===== src/rtl/core/indexed_deque_list_top_assert.svh =====
// Assertion macros shared by the indexed deque list RTL.
// No dependencies; the including module supplies clock and reset names.
`ifndef INDEXED_DEQUE_LIST_TOP_ASSERT_SVH
`define INDEXED_DEQUE_LIST_TOP_ASSERT_SVH

// Same-cycle implication, checked outside reset.
`define IDL_ASSERT_NOW(label, clk, rstn, ante, cons) \
    label: assert property (@(posedge clk) disable iff (!(rstn)) (ante) |-> (cons)) \
        else $error("indexed deque list: same-cycle check failed");

// Next-cycle implication, checked outside reset.
`define IDL_ASSERT_NEXT(label, clk, rstn, ante, cons) \
    label: assert property (@(posedge clk) disable iff (!(rstn)) (ante) |=> (cons)) \
        else $error("indexed deque list: next-cycle check failed");

`endif


===== src/rtl/core/idl_pkg.sv =====
// Package for the indexed deque list: field widths, command and status codes,
// and the shift control struct. No dependencies.
`default_nettype none

package idl_pkg;

    localparam int unsigned CAPACITY_DEF = 16;
    localparam int unsigned CMD_W        = 3;
    localparam int unsigned POS_W        = 5;
    localparam int unsigned DATA_W       = 32;
    localparam int unsigned LEN_W        = 5;
    localparam int unsigned ST_W         = 2;

    typedef enum logic [CMD_W-1:0] {
        CMD_INSERT     = 3'd0,
        CMD_REMOVE     = 3'd1,
        CMD_PUSH_FRONT = 3'd2,
        CMD_PUSH_BACK  = 3'd3,
        CMD_POP_FRONT  = 3'd4,
        CMD_POP_BACK   = 3'd5
    } cmd_t;

    typedef enum logic [ST_W-1:0] {
        ST_OK    = 2'd0,
        ST_FULL  = 2'd1,
        ST_EMPTY = 2'd2,
        ST_RANGE = 2'd3
    } status_t;

    // Broadcast to every cell: which way the row moves in this cycle.
    typedef struct packed {
        logic ins;
        logic rem;
    } shift_op_t;

endpackage

`default_nettype wire


===== src/rtl/core/indexed_deque_list_top.sv =====
// Indexed deque list: a row of CAPACITY cells with at most one broadcast shift per word.
// The result word is registered and appears in the cycle after the command word is accepted.
// Throughput: one command word per cycle while s_ready is high; cells from the position up shift in parallel.
// Reset: the fill count clears to zero and no result is pending; cell contents are
// left undefined and need no clearing pass, since only entries below the count are read.
`default_nettype none

module indexed_deque_list_top
    import idl_pkg::*;
#(
    parameter int unsigned CAPACITY = CAPACITY_DEF
) (
    input  wire logic                     aclk,
    input  wire logic                     aresetn,
    input  wire logic                     s_valid,
    output logic                          s_ready,
    input  wire logic [CMD_W-1:0]         s_command,
    input  wire logic [POS_W-1:0]         s_position,
    input  wire logic signed [DATA_W-1:0] s_value_in,
    output logic                          m_valid,
    input  wire logic                     m_ready,
    output logic signed [DATA_W-1:0]      m_value_out,
    output logic [LEN_W-1:0]              m_length,
    output logic [ST_W-1:0]               m_status
);

    localparam int unsigned CNT_W = $clog2(CAPACITY + 1);
    localparam int unsigned IDX_W = $clog2(CAPACITY);

    shift_op_t                op;
    logic [CNT_W-1:0]         eff_pos;
    logic signed [DATA_W-1:0] rd_data;
    logic signed [DATA_W-1:0] entry_q [CAPACITY];

    idl_ctrl #(
        .CAPACITY (CAPACITY),
        .CNT_W    (CNT_W)
    ) u_ctrl (
        .aclk        (aclk),
        .aresetn     (aresetn),
        .s_valid     (s_valid),
        .s_ready     (s_ready),
        .s_command   (s_command),
        .s_position  (s_position),
        .rd_data     (rd_data),
        .op          (op),
        .eff_pos     (eff_pos),
        .m_valid     (m_valid),
        .m_ready     (m_ready),
        .m_value_out (m_value_out),
        .m_length    (m_length),
        .m_status    (m_status)
    );

    // The removed value is picked before the row shifts over it.
    assign rd_data = entry_q[eff_pos[IDX_W-1:0]];

    for (genvar i = 0; i < CAPACITY; i++) begin : g_cell
        logic signed [DATA_W-1:0] left_data;
        logic signed [DATA_W-1:0] right_data;

        if (i == 0) begin : g_first
            assign left_data = '0;
        end else begin : g_mid_l
            assign left_data = entry_q[i-1];
        end

        if (i == CAPACITY - 1) begin : g_last
            assign right_data = '0;
        end else begin : g_mid_r
            assign right_data = entry_q[i+1];
        end

        idl_cell #(
            .CNT_W (CNT_W),
            .INDEX (i)
        ) u_cell (
            .aclk       (aclk),
            .op         (op),
            .pos        (eff_pos),
            .left_data  (left_data),
            .right_data (right_data),
            .new_data   (s_value_in),
            .entry      (entry_q[i])
        );
    end

endmodule

`default_nettype wire


===== src/rtl/core/idl_cell.sv =====
// One storage cell of the indexed deque list row.
// Depends on idl_pkg for widths and the shift control struct.
`default_nettype none

module idl_cell
    import idl_pkg::*;
#(
    parameter int unsigned CNT_W = 5,
    parameter int unsigned INDEX = 0
) (
    input  wire logic                     aclk,
    input  wire shift_op_t                op,
    input  wire logic [CNT_W-1:0]         pos,
    input  wire logic signed [DATA_W-1:0] left_data,
    input  wire logic signed [DATA_W-1:0] right_data,
    input  wire logic signed [DATA_W-1:0] new_data,
    output logic signed [DATA_W-1:0]      entry
);

    logic signed [DATA_W-1:0] entry_reg;
    logic signed [DATA_W-1:0] entry_next;
    logic                     at_pos;
    logic                     above_pos;

    assign at_pos    = (pos == CNT_W'(INDEX));
    assign above_pos = (pos < CNT_W'(INDEX));

    // Insert moves cells above the position up by one; remove closes the gap.
    always_comb begin
        entry_next = entry_reg;
        if (op.ins) begin
            if (at_pos) begin
                entry_next = new_data;
            end else if (above_pos) begin
                entry_next = left_data;
            end
        end else if (op.rem) begin
            if (at_pos || above_pos) begin
                entry_next = right_data;
            end
        end
    end

    always_ff @(posedge aclk) begin
        entry_reg <= entry_next;
    end

    assign entry = entry_reg;

endmodule

`default_nettype wire


===== src/rtl/core/idl_ctrl.sv =====
// Command decode, checks, fill count and result register of the deque list.
// Depends on idl_pkg and the assertion macros in indexed_deque_list_top_assert.svh.
`default_nettype none

`include "indexed_deque_list_top_assert.svh"

module idl_ctrl
    import idl_pkg::*;
#(
    parameter int unsigned CAPACITY = CAPACITY_DEF,
    parameter int unsigned CNT_W    = $clog2(CAPACITY + 1)
) (
    input  wire logic                     aclk,
    input  wire logic                     aresetn,
    input  wire logic                     s_valid,
    output logic                          s_ready,
    input  wire logic [CMD_W-1:0]         s_command,
    input  wire logic [POS_W-1:0]         s_position,
    input  wire logic signed [DATA_W-1:0] rd_data,
    output shift_op_t                     op,
    output logic [CNT_W-1:0]              eff_pos,
    output logic                          m_valid,
    input  wire logic                     m_ready,
    output logic signed [DATA_W-1:0]      m_value_out,
    output logic [LEN_W-1:0]              m_length,
    output logic [ST_W-1:0]               m_status
);

    localparam int unsigned CMP_W = (CNT_W > POS_W) ? CNT_W : POS_W;

    logic [CNT_W-1:0]         fill_count_reg;
    logic [CNT_W-1:0]         fill_count_next;
    logic                     out_valid_reg;
    logic                     out_valid_next;
    logic signed [DATA_W-1:0] value_out_reg;
    logic [LEN_W-1:0]         length_reg;
    status_t                  status_reg;
    status_t                  status_next;
    logic                     accept;
    logic                     is_ins;
    logic                     is_rem;
    logic [CMP_W-1:0]         pos_x;
    logic [CMP_W-1:0]         fill_x;

    assign s_ready = !out_valid_reg || m_ready;
    assign accept  = s_valid && s_ready;
    assign pos_x   = CMP_W'(s_position);
    assign fill_x  = CMP_W'(fill_count_reg);
    assign is_ins  = s_command inside {CMD_INSERT, CMD_PUSH_FRONT, CMD_PUSH_BACK};
    assign is_rem  = s_command inside {CMD_REMOVE, CMD_POP_FRONT, CMD_POP_BACK};

    always_comb begin
        case (s_command)
            CMD_INSERT, CMD_REMOVE:        eff_pos = CNT_W'(s_position);
            CMD_PUSH_BACK:                 eff_pos = fill_count_reg;
            CMD_POP_BACK:                  eff_pos = fill_count_reg - 1'b1;
            default:                       eff_pos = '0;
        endcase
    end

    // The full and empty checks take precedence over the position check.
    always_comb begin
        status_next = ST_OK;
        if (is_ins) begin
            if (fill_count_reg >= CNT_W'(CAPACITY)) begin
                status_next = ST_FULL;
            end else if ((s_command == CMD_INSERT) && (pos_x > fill_x)) begin
                status_next = ST_RANGE;
            end
        end else if (is_rem) begin
            if (fill_count_reg == '0) begin
                status_next = ST_EMPTY;
            end else if ((s_command == CMD_REMOVE) && (pos_x >= fill_x)) begin
                status_next = ST_RANGE;
            end
        end
    end

    assign op.ins = accept && is_ins && (status_next == ST_OK);
    assign op.rem = accept && is_rem && (status_next == ST_OK);

    always_comb begin
        fill_count_next = fill_count_reg;
        if (op.ins) begin
            fill_count_next = fill_count_reg + 1'b1;
        end else if (op.rem) begin
            fill_count_next = fill_count_reg - 1'b1;
        end
    end

    always_comb begin
        out_valid_next = out_valid_reg;
        if (accept) begin
            out_valid_next = 1'b1;
        end else if (m_ready) begin
            out_valid_next = 1'b0;
        end
    end

    always_ff @(posedge aclk) begin
        if (!aresetn) begin
            fill_count_reg <= '0;
            out_valid_reg  <= 1'b0;
        end else begin
            fill_count_reg <= fill_count_next;
            out_valid_reg  <= out_valid_next;
        end
    end

    always_ff @(posedge aclk) begin
        if (accept) begin
            value_out_reg <= op.rem ? rd_data : '0;
            length_reg    <= LEN_W'(fill_count_next);
            status_reg    <= status_next;
        end
    end

    assign m_valid     = out_valid_reg;
    assign m_value_out = value_out_reg;
    assign m_length    = length_reg;
    assign m_status    = status_reg;

    `IDL_ASSERT_NOW(a_fill_bound, aclk, aresetn, 1'b1, fill_count_reg <= CNT_W'(CAPACITY))
    `IDL_ASSERT_NEXT(a_ins_grows, aclk, aresetn, op.ins, fill_count_reg == CNT_W'($past(fill_count_reg) + 1'b1))
    `IDL_ASSERT_NEXT(a_reject_holds, aclk, aresetn, accept && (status_next != ST_OK), $stable(fill_count_reg))
    `IDL_ASSERT_NEXT(a_result_shown, aclk, aresetn, accept, out_valid_reg && (length_reg == LEN_W'(fill_count_reg)))

endmodule

`default_nettype wire

===== config.mk =====
export PLATFORM = sky130hd
export DESIGN_NAME = indexed_deque_list_top
export DESIGN_NICKNAME = d
export VERILOG_FILES = /design/src/rtl/core/idl_pkg.sv /design/src/rtl/core/indexed_deque_list_top.sv /design/src/rtl/core/idl_cell.sv /design/src/rtl/core/idl_ctrl.sv
export VERILOG_INCLUDE_DIRS = /design/src /design/src/rtl/core
export SDC_FILE = /design/constraint.sdc
export NUM_CORES = 1
export LEC_CHECK = 0
export ABC_AREA = 1
export BUFFER_PORTS_ARGS = -buffer_cell sky130_fd_sc_hd__buf_4
export CORE_UTILIZATION = 35
export DETAILED_ROUTE_END_ITERATION = 7
export GPL_ROUTABILITY_DRIVEN = 0
export PLACE_DENSITY_LB_ADDON = 0.15
export SLEW_MARGIN = 25
export SYNTH_ARGS = -nofsm -noshare
export SYNTH_HDL_FRONTEND = slang
export SYNTH_SLANG_ARGS = --single-unit

===== constraint.sdc =====
create_clock -name aclk -period 10.8 [get_ports aclk]
set_clock_uncertainty 0.05 [all_clocks]
set_input_delay 1.08 -clock aclk [delete_from_list [all_inputs] [get_ports aclk]]
set_output_delay 1.08 -clock aclk [all_outputs]
set_load 0.01 [all_outputs]

# Word-level counts from Yosys, hierarchy flattened
# Index checks and enable logic that the tools add are counted.
totals:
  register_bits: 557
  latch_bits: 0
  n_memories: 0
  out_inout_bits: 41
  romBits: 0
  in_bits: 44
  wordCells: 240
  ramBits: 0
op_classes:
  n_mul: 0
  n_div: 0
  shift: 0
  order_cmp: 20
  eq_ne: 36
  reduce_logical: 66
  muxes: 94
  addsub: 2
  bitwise_logic: 1
op_table:
  columns: ["cell", "count"]
  rows:
  - ["$mux W32", 82]
  - ["$bmux W32 S4", 1]
  - ["$reduce_and A3 Y1", 16]
  - ["$ne A3 B1 Y1 const B", 15]
  - ["$eq A5 B4 Y1 const B", 8]
  - ["$lt A5 B4 Y1 const B", 8]
  - ["$reduce_bool A2 Y1", 18]
  - ["$eq A5 B3 Y1 const B", 4]
  - ["$lt A5 B3 Y1 const B", 4]
  - ["$logic_or A1 B1 Y1", 17]
  - ["$pmux W5 S3", 1]
  - ["$mux W2", 6]
  - ["$eq A5 B2 Y1 const B", 2]
  - ["$ge A5 B5 Y1 const B", 2]
  - ["$logic_not A5 Y1", 2]
  - ["$lt A5 B1 Y1 const B", 2]
  - ["$lt A5 B2 Y1 const B", 2]
  - ["$mux W5", 2]
  - ["$logic_and A1 B1 Y1", 7]
  - ["$eq A3 B2 Y1 const B", 2]
  - ["$eq A3 B3 Y1 const B", 2]
  - ["$reduce_bool A3 Y1", 2]
  - ["$add A5 B1 Y5 const B", 1]
  - ["$eq A5 B1 Y1 const B", 1]
  - ["11 further kinds", 12]

# Longest topological paths before layout
# Gate-level depths: netlist (run 1).
logic_depth:
  depth_word: 10
  ltp_mapped: 20
  depth_no_buf: 16

# By module
# A second synthesis (run 1) with hierarchy kept.
hier_totals:
  hier_cells: 6175
  area_unflattened_um2: 41604.9
modules_own_cells:
  columns: ["module", "area_each_um2", "seq_area_each_um2", "instances", "cells_per_inst"]
  rows:
  - ["indexed_deque_list_top", 6613.8, 0.0, 1, 1550]
  - ["idl_ctrl", 2260.9, 1291.2, 1, 246]
  - ["idl_cell at g_cell[14].u_cell", 2112.0, 960.9, 1, 285]
  - ["idl_cell at g_cell[11].u_cell", 2110.8, 960.9, 1, 282]
  - ["idl_cell at g_cell[7].u_cell", 2100.8, 960.9, 1, 279]
  - ["idl_cell at g_cell[9].u_cell", 2099.5, 960.9, 1, 284]
  - ["idl_cell at g_cell[4].u_cell", 2097.0, 960.9, 1, 283]
  - ["idl_cell at g_cell[5].u_cell", 2094.5, 960.9, 1, 283]
  - ["idl_cell at g_cell[8].u_cell", 2094.5, 960.9, 1, 284]
  - ["idl_cell at g_cell[10].u_cell", 2093.3, 960.9, 1, 286]
  - ["idl_cell at g_cell[13].u_cell", 2093.3, 960.9, 1, 283]
  - ["idl_cell at g_cell[3].u_cell", 2089.5, 960.9, 1, 282]
  - ["idl_cell at g_cell[1].u_cell", 2088.3, 960.9, 1, 281]
  - ["idl_cell at g_cell[2].u_cell", 2073.2, 960.9, 1, 284]
  - ["+4 rows", null, null, null, null]

# Worst setup path after synthesis (run 1)
# No wires, ideal clock.
synth_path:
  path_kind: "input to register"
  from: "in s_position[4]"
  to: "reg g_cell[10].u_cell.entry_reg[0], enable pin"
  path_buffers: 0
  path_slack_ps: 5643
  stages: 10
  arrival_ps: 4646
  setup_ps: 461
  cell_sequence: "ha_1 -> nand2_1 -> inv_1 -> a21oi_1 -> nand3_1 -> nand2_1 -> nand2_1 -> a21oi_2 -> o211ai_1 -> nor3_1"
synth_between:
  elab_chain_len: 10
  elab_cells_between_ends: 21
  cone_classes: "order compare (3); eq/ne (2); mux (7); reduce/logical (9)"
synth_rtl:
  columns: ["element", "line_no", "source"]
  rows:
  - ["start: declaration", "indexed_deque_list_top.sv:18", "input wire logic [POS_W-1:0] s_position,"]
  - ["$ge A5 B5 Y1", "idl_ctrl.sv:73", "end else if ((s_command == CMD_REMOVE) && (pos_x >= fill_x)) begin"]
  - ["$logic_and A1 B1 Y1", "idl_ctrl.sv:73", null]
  - ["$mux W2", "idl_ctrl.sv:73", null]
  - ["$mux W2", "idl_ctrl.sv:71", "if (fill_count_reg == '0) begin"]
  - ["$mux W2", "idl_ctrl.sv:70", "end else if (is_rem) begin"]
  - ["$mux W2", "idl_ctrl.sv:64", "if (is_ins) begin"]
  - ["$logic_not A2 Y1", "idl_ctrl.sv:79, idl_ctrl.sv:80", null]
  - ["$logic_and A1 B1 Y1, on equally long branches", "idl_ctrl.sv:79, idl_ctrl.sv:80", null]
  - ["$ne A3 B1 Y1 (no line) / $reduce_bool A2 Y1 (equally long branches)", null, null]
  - ["$reduce_and A3 Y1 (no line) *", null, null]
  - ["end signal: assignment", "idl_cell.sv:45", "entry_reg <= entry_next;"]
  - ["end: declaration", "idl_cell.sv:20", "logic signed [DATA_W-1:0] entry_reg;"]
# Every way passes the cells marked *; elsewhere a longest branch is shown, timed or not.
# A chain may end at the register's enable or synchronous reset.

# Final worst setup path (run 1)
layout_path:
  from: "in s_command[0]"
  to: "reg g_cell[9].u_cell.entry_reg[1], enable pin"
layout_between:
  elab_chain_len: 10
  elab_cells_between_ends: 30
  cone_classes: "order compare (1); eq/ne (7); mux (7); reduce/logical (15)"
layout_rtl:
  columns: ["element", "line_no", "source"]
  rows:
  - ["start: declaration", "indexed_deque_list_top.sv:17", "input wire logic [CMD_W-1:0] s_command,"]
  - ["parallel branches: the longest is 9 deep, another holds $lt A5 B4 Y1", null, null]
  - ["$reduce_and A3 Y1 (no line) *", null, null]
  - ["end signal: assignment", "idl_cell.sv:45", null]
  - ["end: declaration", "idl_cell.sv:20", null]
# Mark *: on every way between the ends.

==> impl_metrics.ini, run 1 <==
[synth]
synth_top_family_by_area = simple AND/OR/NAND/NOR gates
ys_seq_area_frac = 0.515
yosys.area_share.simple = 0.224
synthCells = 4041
synth-xor-area-share = 0.00135
synth_ff_type = edfxtp_1
synth.cells.most_frequent = 1263 x nand2_1, 551 x edfxtp_1, 369 x a21oi_1
synth-edff-count = 551
synth_area_leader_cell = edfxtp_1
synth.top_cell.area_share = 0.511
yosysWarnings = 0
syn_area_um2 = 32400
synth_cell_types = 26
muxShareOfSynthArea = 0
ys_async_sr_fraction = 0
syn_nets = 4092
ys_ff_latch = 557
synth_compound_area_frac = 0.190
synth_adder_area_share = 0.00271
avgSynthCellArea_um2 = 8.01
ys_top_cells_by_area = edfxtp_1 51%, nand2_1 15%, a21oi_1 5.7%, o21ai_0 5.1%, o211ai_1 4.8%
yosysMostFrequentCell = nand2_1

[timing]
clock.fmax_mhz = 161
period_share = 0.575
relSlewSlack = 0.263
rsz0062_at_grt = false
tightest_slew_ps = 1110
period_needed_ps = 6210
finalMaxSlewViolations = 0
setup_viol = 0
fin_tns_setup_ps = 0
finalHoldViolCount = 0

[floorplan]
die_w_um = 306
core_um2 = 91700
ioPinCount = 85
die-area_um2 = 93700
rows = 111
start_util = 0.353
die_h_um = 306

[cts]
cts_sinks = 557
post_cts_buffers = 0
clock_latency_ps = 630
clock-root-buffer = clkbuf_16
cts_tree = done
clockBufferDepth = 3
ctsHoldBuffers = 0
cts_made_buffers = 70
clkTransAtPathRegs_ps = 50
htree_levels = 3
cts_resized = 0

[grt]
grt_pass1_wl_mm = 190
grt_remaining_overflow = 0
grt_max_degree = 187
antenna_found_initial = 4
track_usage = 0.272
first_global_vias = 27861

[placement]
port_buffers = 84
post-dp-hpwl_mm = 71.0

[drt]
drtIter0Drc = 3421
via_per_inst = 5.79
drc = 0
drt_first_pass_iters = 5
vias = 29841
postRouteAntennaNets = 0
wl_per_cell_um = 25.2
wl_mm = 130

[critical_path]
criticalPathCategory = primary input to flop
crit_path_end_kind = flop
crit_fanout = 118
cp.arrival_ps = 6440
setup.worst_path.start_class = primary input
regToRegSetupSlack_ps = 4990
cp.required_ps = 11030

[run_status]
status = finished, final reports clean

[layout]
area_growth_pct = 11.4
nFillCells = 9441
seq_area_um2 = 16700
multiInputGateArea_um2 = 13800
largest_reg_flops = 512
drive_above_1_share = 0.0741
fin_nets = 3967

[pwr]
power_density_nw_per_um2 = 181
ir_worst_vdd_uv = 90.4
power_w = 0.00651
leakagePower_nw = 13.8

[job]
maxCapViolCount = 0

[min_path]
hold_class = flop to flop
## metal layers
layer | track usage | part of all wire | wire length [um]
met1 | 0.386 | 0.44 | 56900
met2 | 0.435 | 0.46 | 59300
met3 | 0.0373 | 0.081 | 10500
met4 | 0.0705 | 0.023 | 3030
met5 | 0 | 0.00015 | 20
## power by group
part / leakage (nW) / internal (W) / total (W) / switching [W]
logic: 7.64 / 0.000361 / 0.00144 / 0.00108
clock network: 1.04 / 0.00130 / 0.00229 / 0.000992
registers: 5.16 / 0.00266 / 0.00278 / 0.000120
## worst max-delay path, stage by stage
cell,delay [ps]
buf_4,130
nor2_1,190
nand2_1,100
nand2_1,160
nand2_1,150
nand2_8,630
buf_4,870
inv_2,230
nor3_4,240
buf_4,440
nand2_2,750
a31oi_4,880
buf_4,460
## cell families (layout without fill, tap and decap cells)
kind of cell | count (synthesis) | count (layout)
xor+xnor | 5 | 5
simple gates | 1829 | 1829
fa+ha+maj | 7 | 7
other cells | 0 | 1
buf+inv | 555 | 481
flops | 557 | 557
compound gates | 1088 | 1088
## layout by cell type (no fill, tap or decap), drive strengths merged
| master | Yosys | final |
|---|---|---|
| nand2 | 1266 | 1266 |
| edfxtp | 551 | 551 |
| o21ai | 417 | 417 |
| a21oi | 370 | 370 |
| nor2 | 300 | 300 |
| nand3 | 251 | 251 |
| inv | 213 | 217 |
| o211ai | 206 | 206 |
| buf | 96 | 145 |
| clkbuf | 246 | 90 |
| a22oi | 62 | 62 |
| a31oi | 33 | 33 |
| clkinv | 0 | 25 |
| ha | 7 | 7 |
| nand4 | 6 | 6 |
| dfxtp | 6 | 6 |
| nor3 | 6 | 6 |
| xor2 | 5 | 5 |
| bufinv | 0 | 3 |
| diode | 0 | 1 |
| clkinvlp | 0 | 1 |
## final cells by class
type / instances / area share
inverter: 213 / 0.0225
multi-input combinational: 2929 / 0.384
clock inverter: 33 / 0.00694
timing repair buffer: 145 / 0.0314
tap: 1186 / 0.0412
sequential: 557 / 0.462
antenna: 1 / 0.0000694
clock buffer: 90 / 0.0521
## final timing paths
kind | start | end | cells after the start
worst min register to register | u_ctrl.m_valid$_SDFFE_PN0P_ | u_ctrl.m_valid$_SDFFE_PN0P_ | 2
worst min-delay path | u_ctrl.m_valid$_SDFFE_PN0P_ | u_ctrl.m_valid$_SDFFE_PN0P_ | 2
worst max register to register | u_ctrl.fill_count_reg[0]$_SDFF_PN0_ | g_cell[9].u_cell.entry[1]$_DFFE_PP_ | 11
worst max-delay path | s_command[0] | g_cell[9].u_cell.entry[1]$_DFFE_PP_ | 13
## per-stage QoR
| stage | worst slack [ps] | hold WS (ps) | utilization | cells | instance area [um2] |
|---|---|---|---|---|---|
| floorplan | 5640 | 463 | - | 4041 | 32400 |
| global placement | 4140 | 461 | 0.370 | 5029 | 33900 |
| detailed placement | 3980 | 472 | 0.370 | 5030 | 33900 |
| CTS | 4620 | 480 | 0.393 | 5153 | 36000 |
| global route | 4360 | 496 | 0.393 | 5153 | 36000 |
| finish | 4590 | 488 | 0.393 | 5154 | 36000 |
Note: power is estimated with default switching activity, not from simulation.
==> run 2: changes to the inputs <==
==> constraint.sdc (replaced) <==
create_clock -name aclk -period 6.4 [get_ports aclk]
set_clock_uncertainty 0.05 [all_clocks]
set_input_delay 0.64 -clock aclk [delete_from_list [all_inputs] [get_ports aclk]]
set_output_delay 0.64 -clock aclk [all_outputs]
set_load 0.01 [all_outputs]
==> impl_metrics.ini, run 2 (same netlist as run 1, synthesis figures left out) <==
[run_status]
status = finished, final reports clean

[floorplan]
die_w_um = 306
rows = 111
start_util = 0.353
core_um2 = 91700
die_h_um = 306
die-area_um2 = 93700
ioPinCount = 85

[cts]
clock-root-buffer = clkbuf_16
post_cts_buffers = 0
clkTransAtPathRegs_ps = 60
cts_made_buffers = 71
cts_sinks = 557
cts_tree = done
clockBufferDepth = 3
clock_latency_ps = 640
ctsHoldBuffers = 0
htree_levels = 3
cts_resized = 0

[critical_path]
cp.required_ps = 6640
crit_fanout = 77
setup.worst_path.start_class = flop
crit_path_end_kind = flop
regToRegSetupSlack_ps = 1640
criticalPathCategory = flop to flop
cp.arrival_ps = 5000

[grt]
grt_max_degree = 180
grt_remaining_overflow = 0
antenna_found_initial = 5
grt_pass1_wl_mm = 194
first_global_vias = 28321
track_usage = 0.279

[timing]
clock.fmax_mhz = 210
period_share = 0.743
relSlewSlack = 0.258
finalMaxSlewViolations = 0
finalHoldViolCount = 0
period_needed_ps = 4760
fin_tns_setup_ps = 0
rsz0062_at_grt = false
tightest_slew_ps = 1110
setup_viol = 0

[drt]
drtIter0Drc = 3496
met2_length_mm = 59.7
wl_per_cell_um = 25.7
vias = 30093
drc = 0
postRouteAntennaNets = 0
drt_first_pass_iters = 6
via_per_inst = 5.83
highest_layer = met5
wl_mm = 133
wl_met1_mm = 57.4
wl_met3_mm = 10.8

[layout]
largest_reg_flops = 512
final_cells = 5164
final_cell_mix = 1250 x nand2_1, 551 x edfxtp_1, 362 x a21oi_1
n_antenna_cell = 0
fin_nets = 3981
layout_commonest_cell = nand2_1
drive_above_1_share = 0.0764
area_growth_pct = 12.2

[placement]
dp_cells = 5043
port_buffers = 84
post-dp-hpwl_mm = 71.8

[pwr]
power_density_nw_per_um2 = 305
leakagePower_nw = 13.9
ir_worst_vdd_uv = 169

[job]
maxCapViolCount = 0

[min_path]
hold_class = primary input to flop
-- run 2: cell types whose count changed in the layout (fill, tap and decap cells not counted), sizes merged --
cell      change
buf          +13
bufinv        -2
clkbuf        +5
clkinv        -5
clkinvlp      +3
diode         -1
inv           -3
-- run 2: power breakdown --
group | internal [W] | leakage (nW) | total, W | switching (W)
combinational | 0.000642 | 7.76 | 0.00252 | 0.00188
sequential | 0.00449 | 5.16 | 0.00469 | 0.000199
clock | 0.00216 | 1.02 | 0.00385 | 0.00169
total | 0.00730 | 13.9 | 0.0111 | 0.00377
-- run 2: metal layers --
layer / GRT usage / up-vias
met5: 0 / -
met4: 0.105 / 4
met3: 0.0331 / 255
met2: 0.437 / 1457
met1: 0.393 / 14682
li1: - / 13695
-- run 2: worst max-delay path, stage by stage (launching register included) --
cell and delay (ps):
dfxtp_1 430, inv_1 140, ha_1 350, nor2_1 60, nor2_1 270, nand2_8 530
nor3_4 1000, nand2_2 50, buf_4 400, a31oi_4 720, buf_12 340
-- run 2: cell type report --
class | count | area, um2
fill | 9369 | 55300
sequential | 557 | 16700
multi-input combinational | 2929 | 13800
clock buffer | 95 | 1940
tap | 1186 | 1480
timing repair buffer | 158 | 1420
inverter | 213 | 812
clock inverter | 26 | 170
-- run 2: worst paths after layout --
kind                                            start                             endpoint  cells past startpoint
setup / recovery  u_ctrl.fill_count_reg[0]$_SDFF_PN0_  g_cell[9].u_cell.entry[0]$_DFFE_PP_                     10
hold / removal                                aresetn  u_ctrl.fill_count_reg[4]$_SDFF_PN0_                      3
setup reg to reg  u_ctrl.fill_count_reg[0]$_SDFF_PN0_  g_cell[9].u_cell.entry[0]$_DFFE_PP_                     10
hold reg to reg           u_ctrl.m_valid$_SDFFE_PN0P_          u_ctrl.m_valid$_SDFFE_PN0P_                      2
-- run 2: stage by stage --
step / power (W) / util / worst slack [ps] / instance area, um2 / hold slack [ps]
after floorplan: 0.00618 / - / 1680 / 32400 / 463
after global placement: 0.00723 / 0.373 / 1730 / 34200 / 460
after detailed placement: 0.00724 / 0.373 / 1560 / 34200 / 471
after CTS: 0.0111 / 0.396 / 1770 / 36300 / 152
after global routing: 0.0115 / 0.396 / 1500 / 36300 / 202
final: 0.0111 / 0.396 / 1640 / 36300 / 177
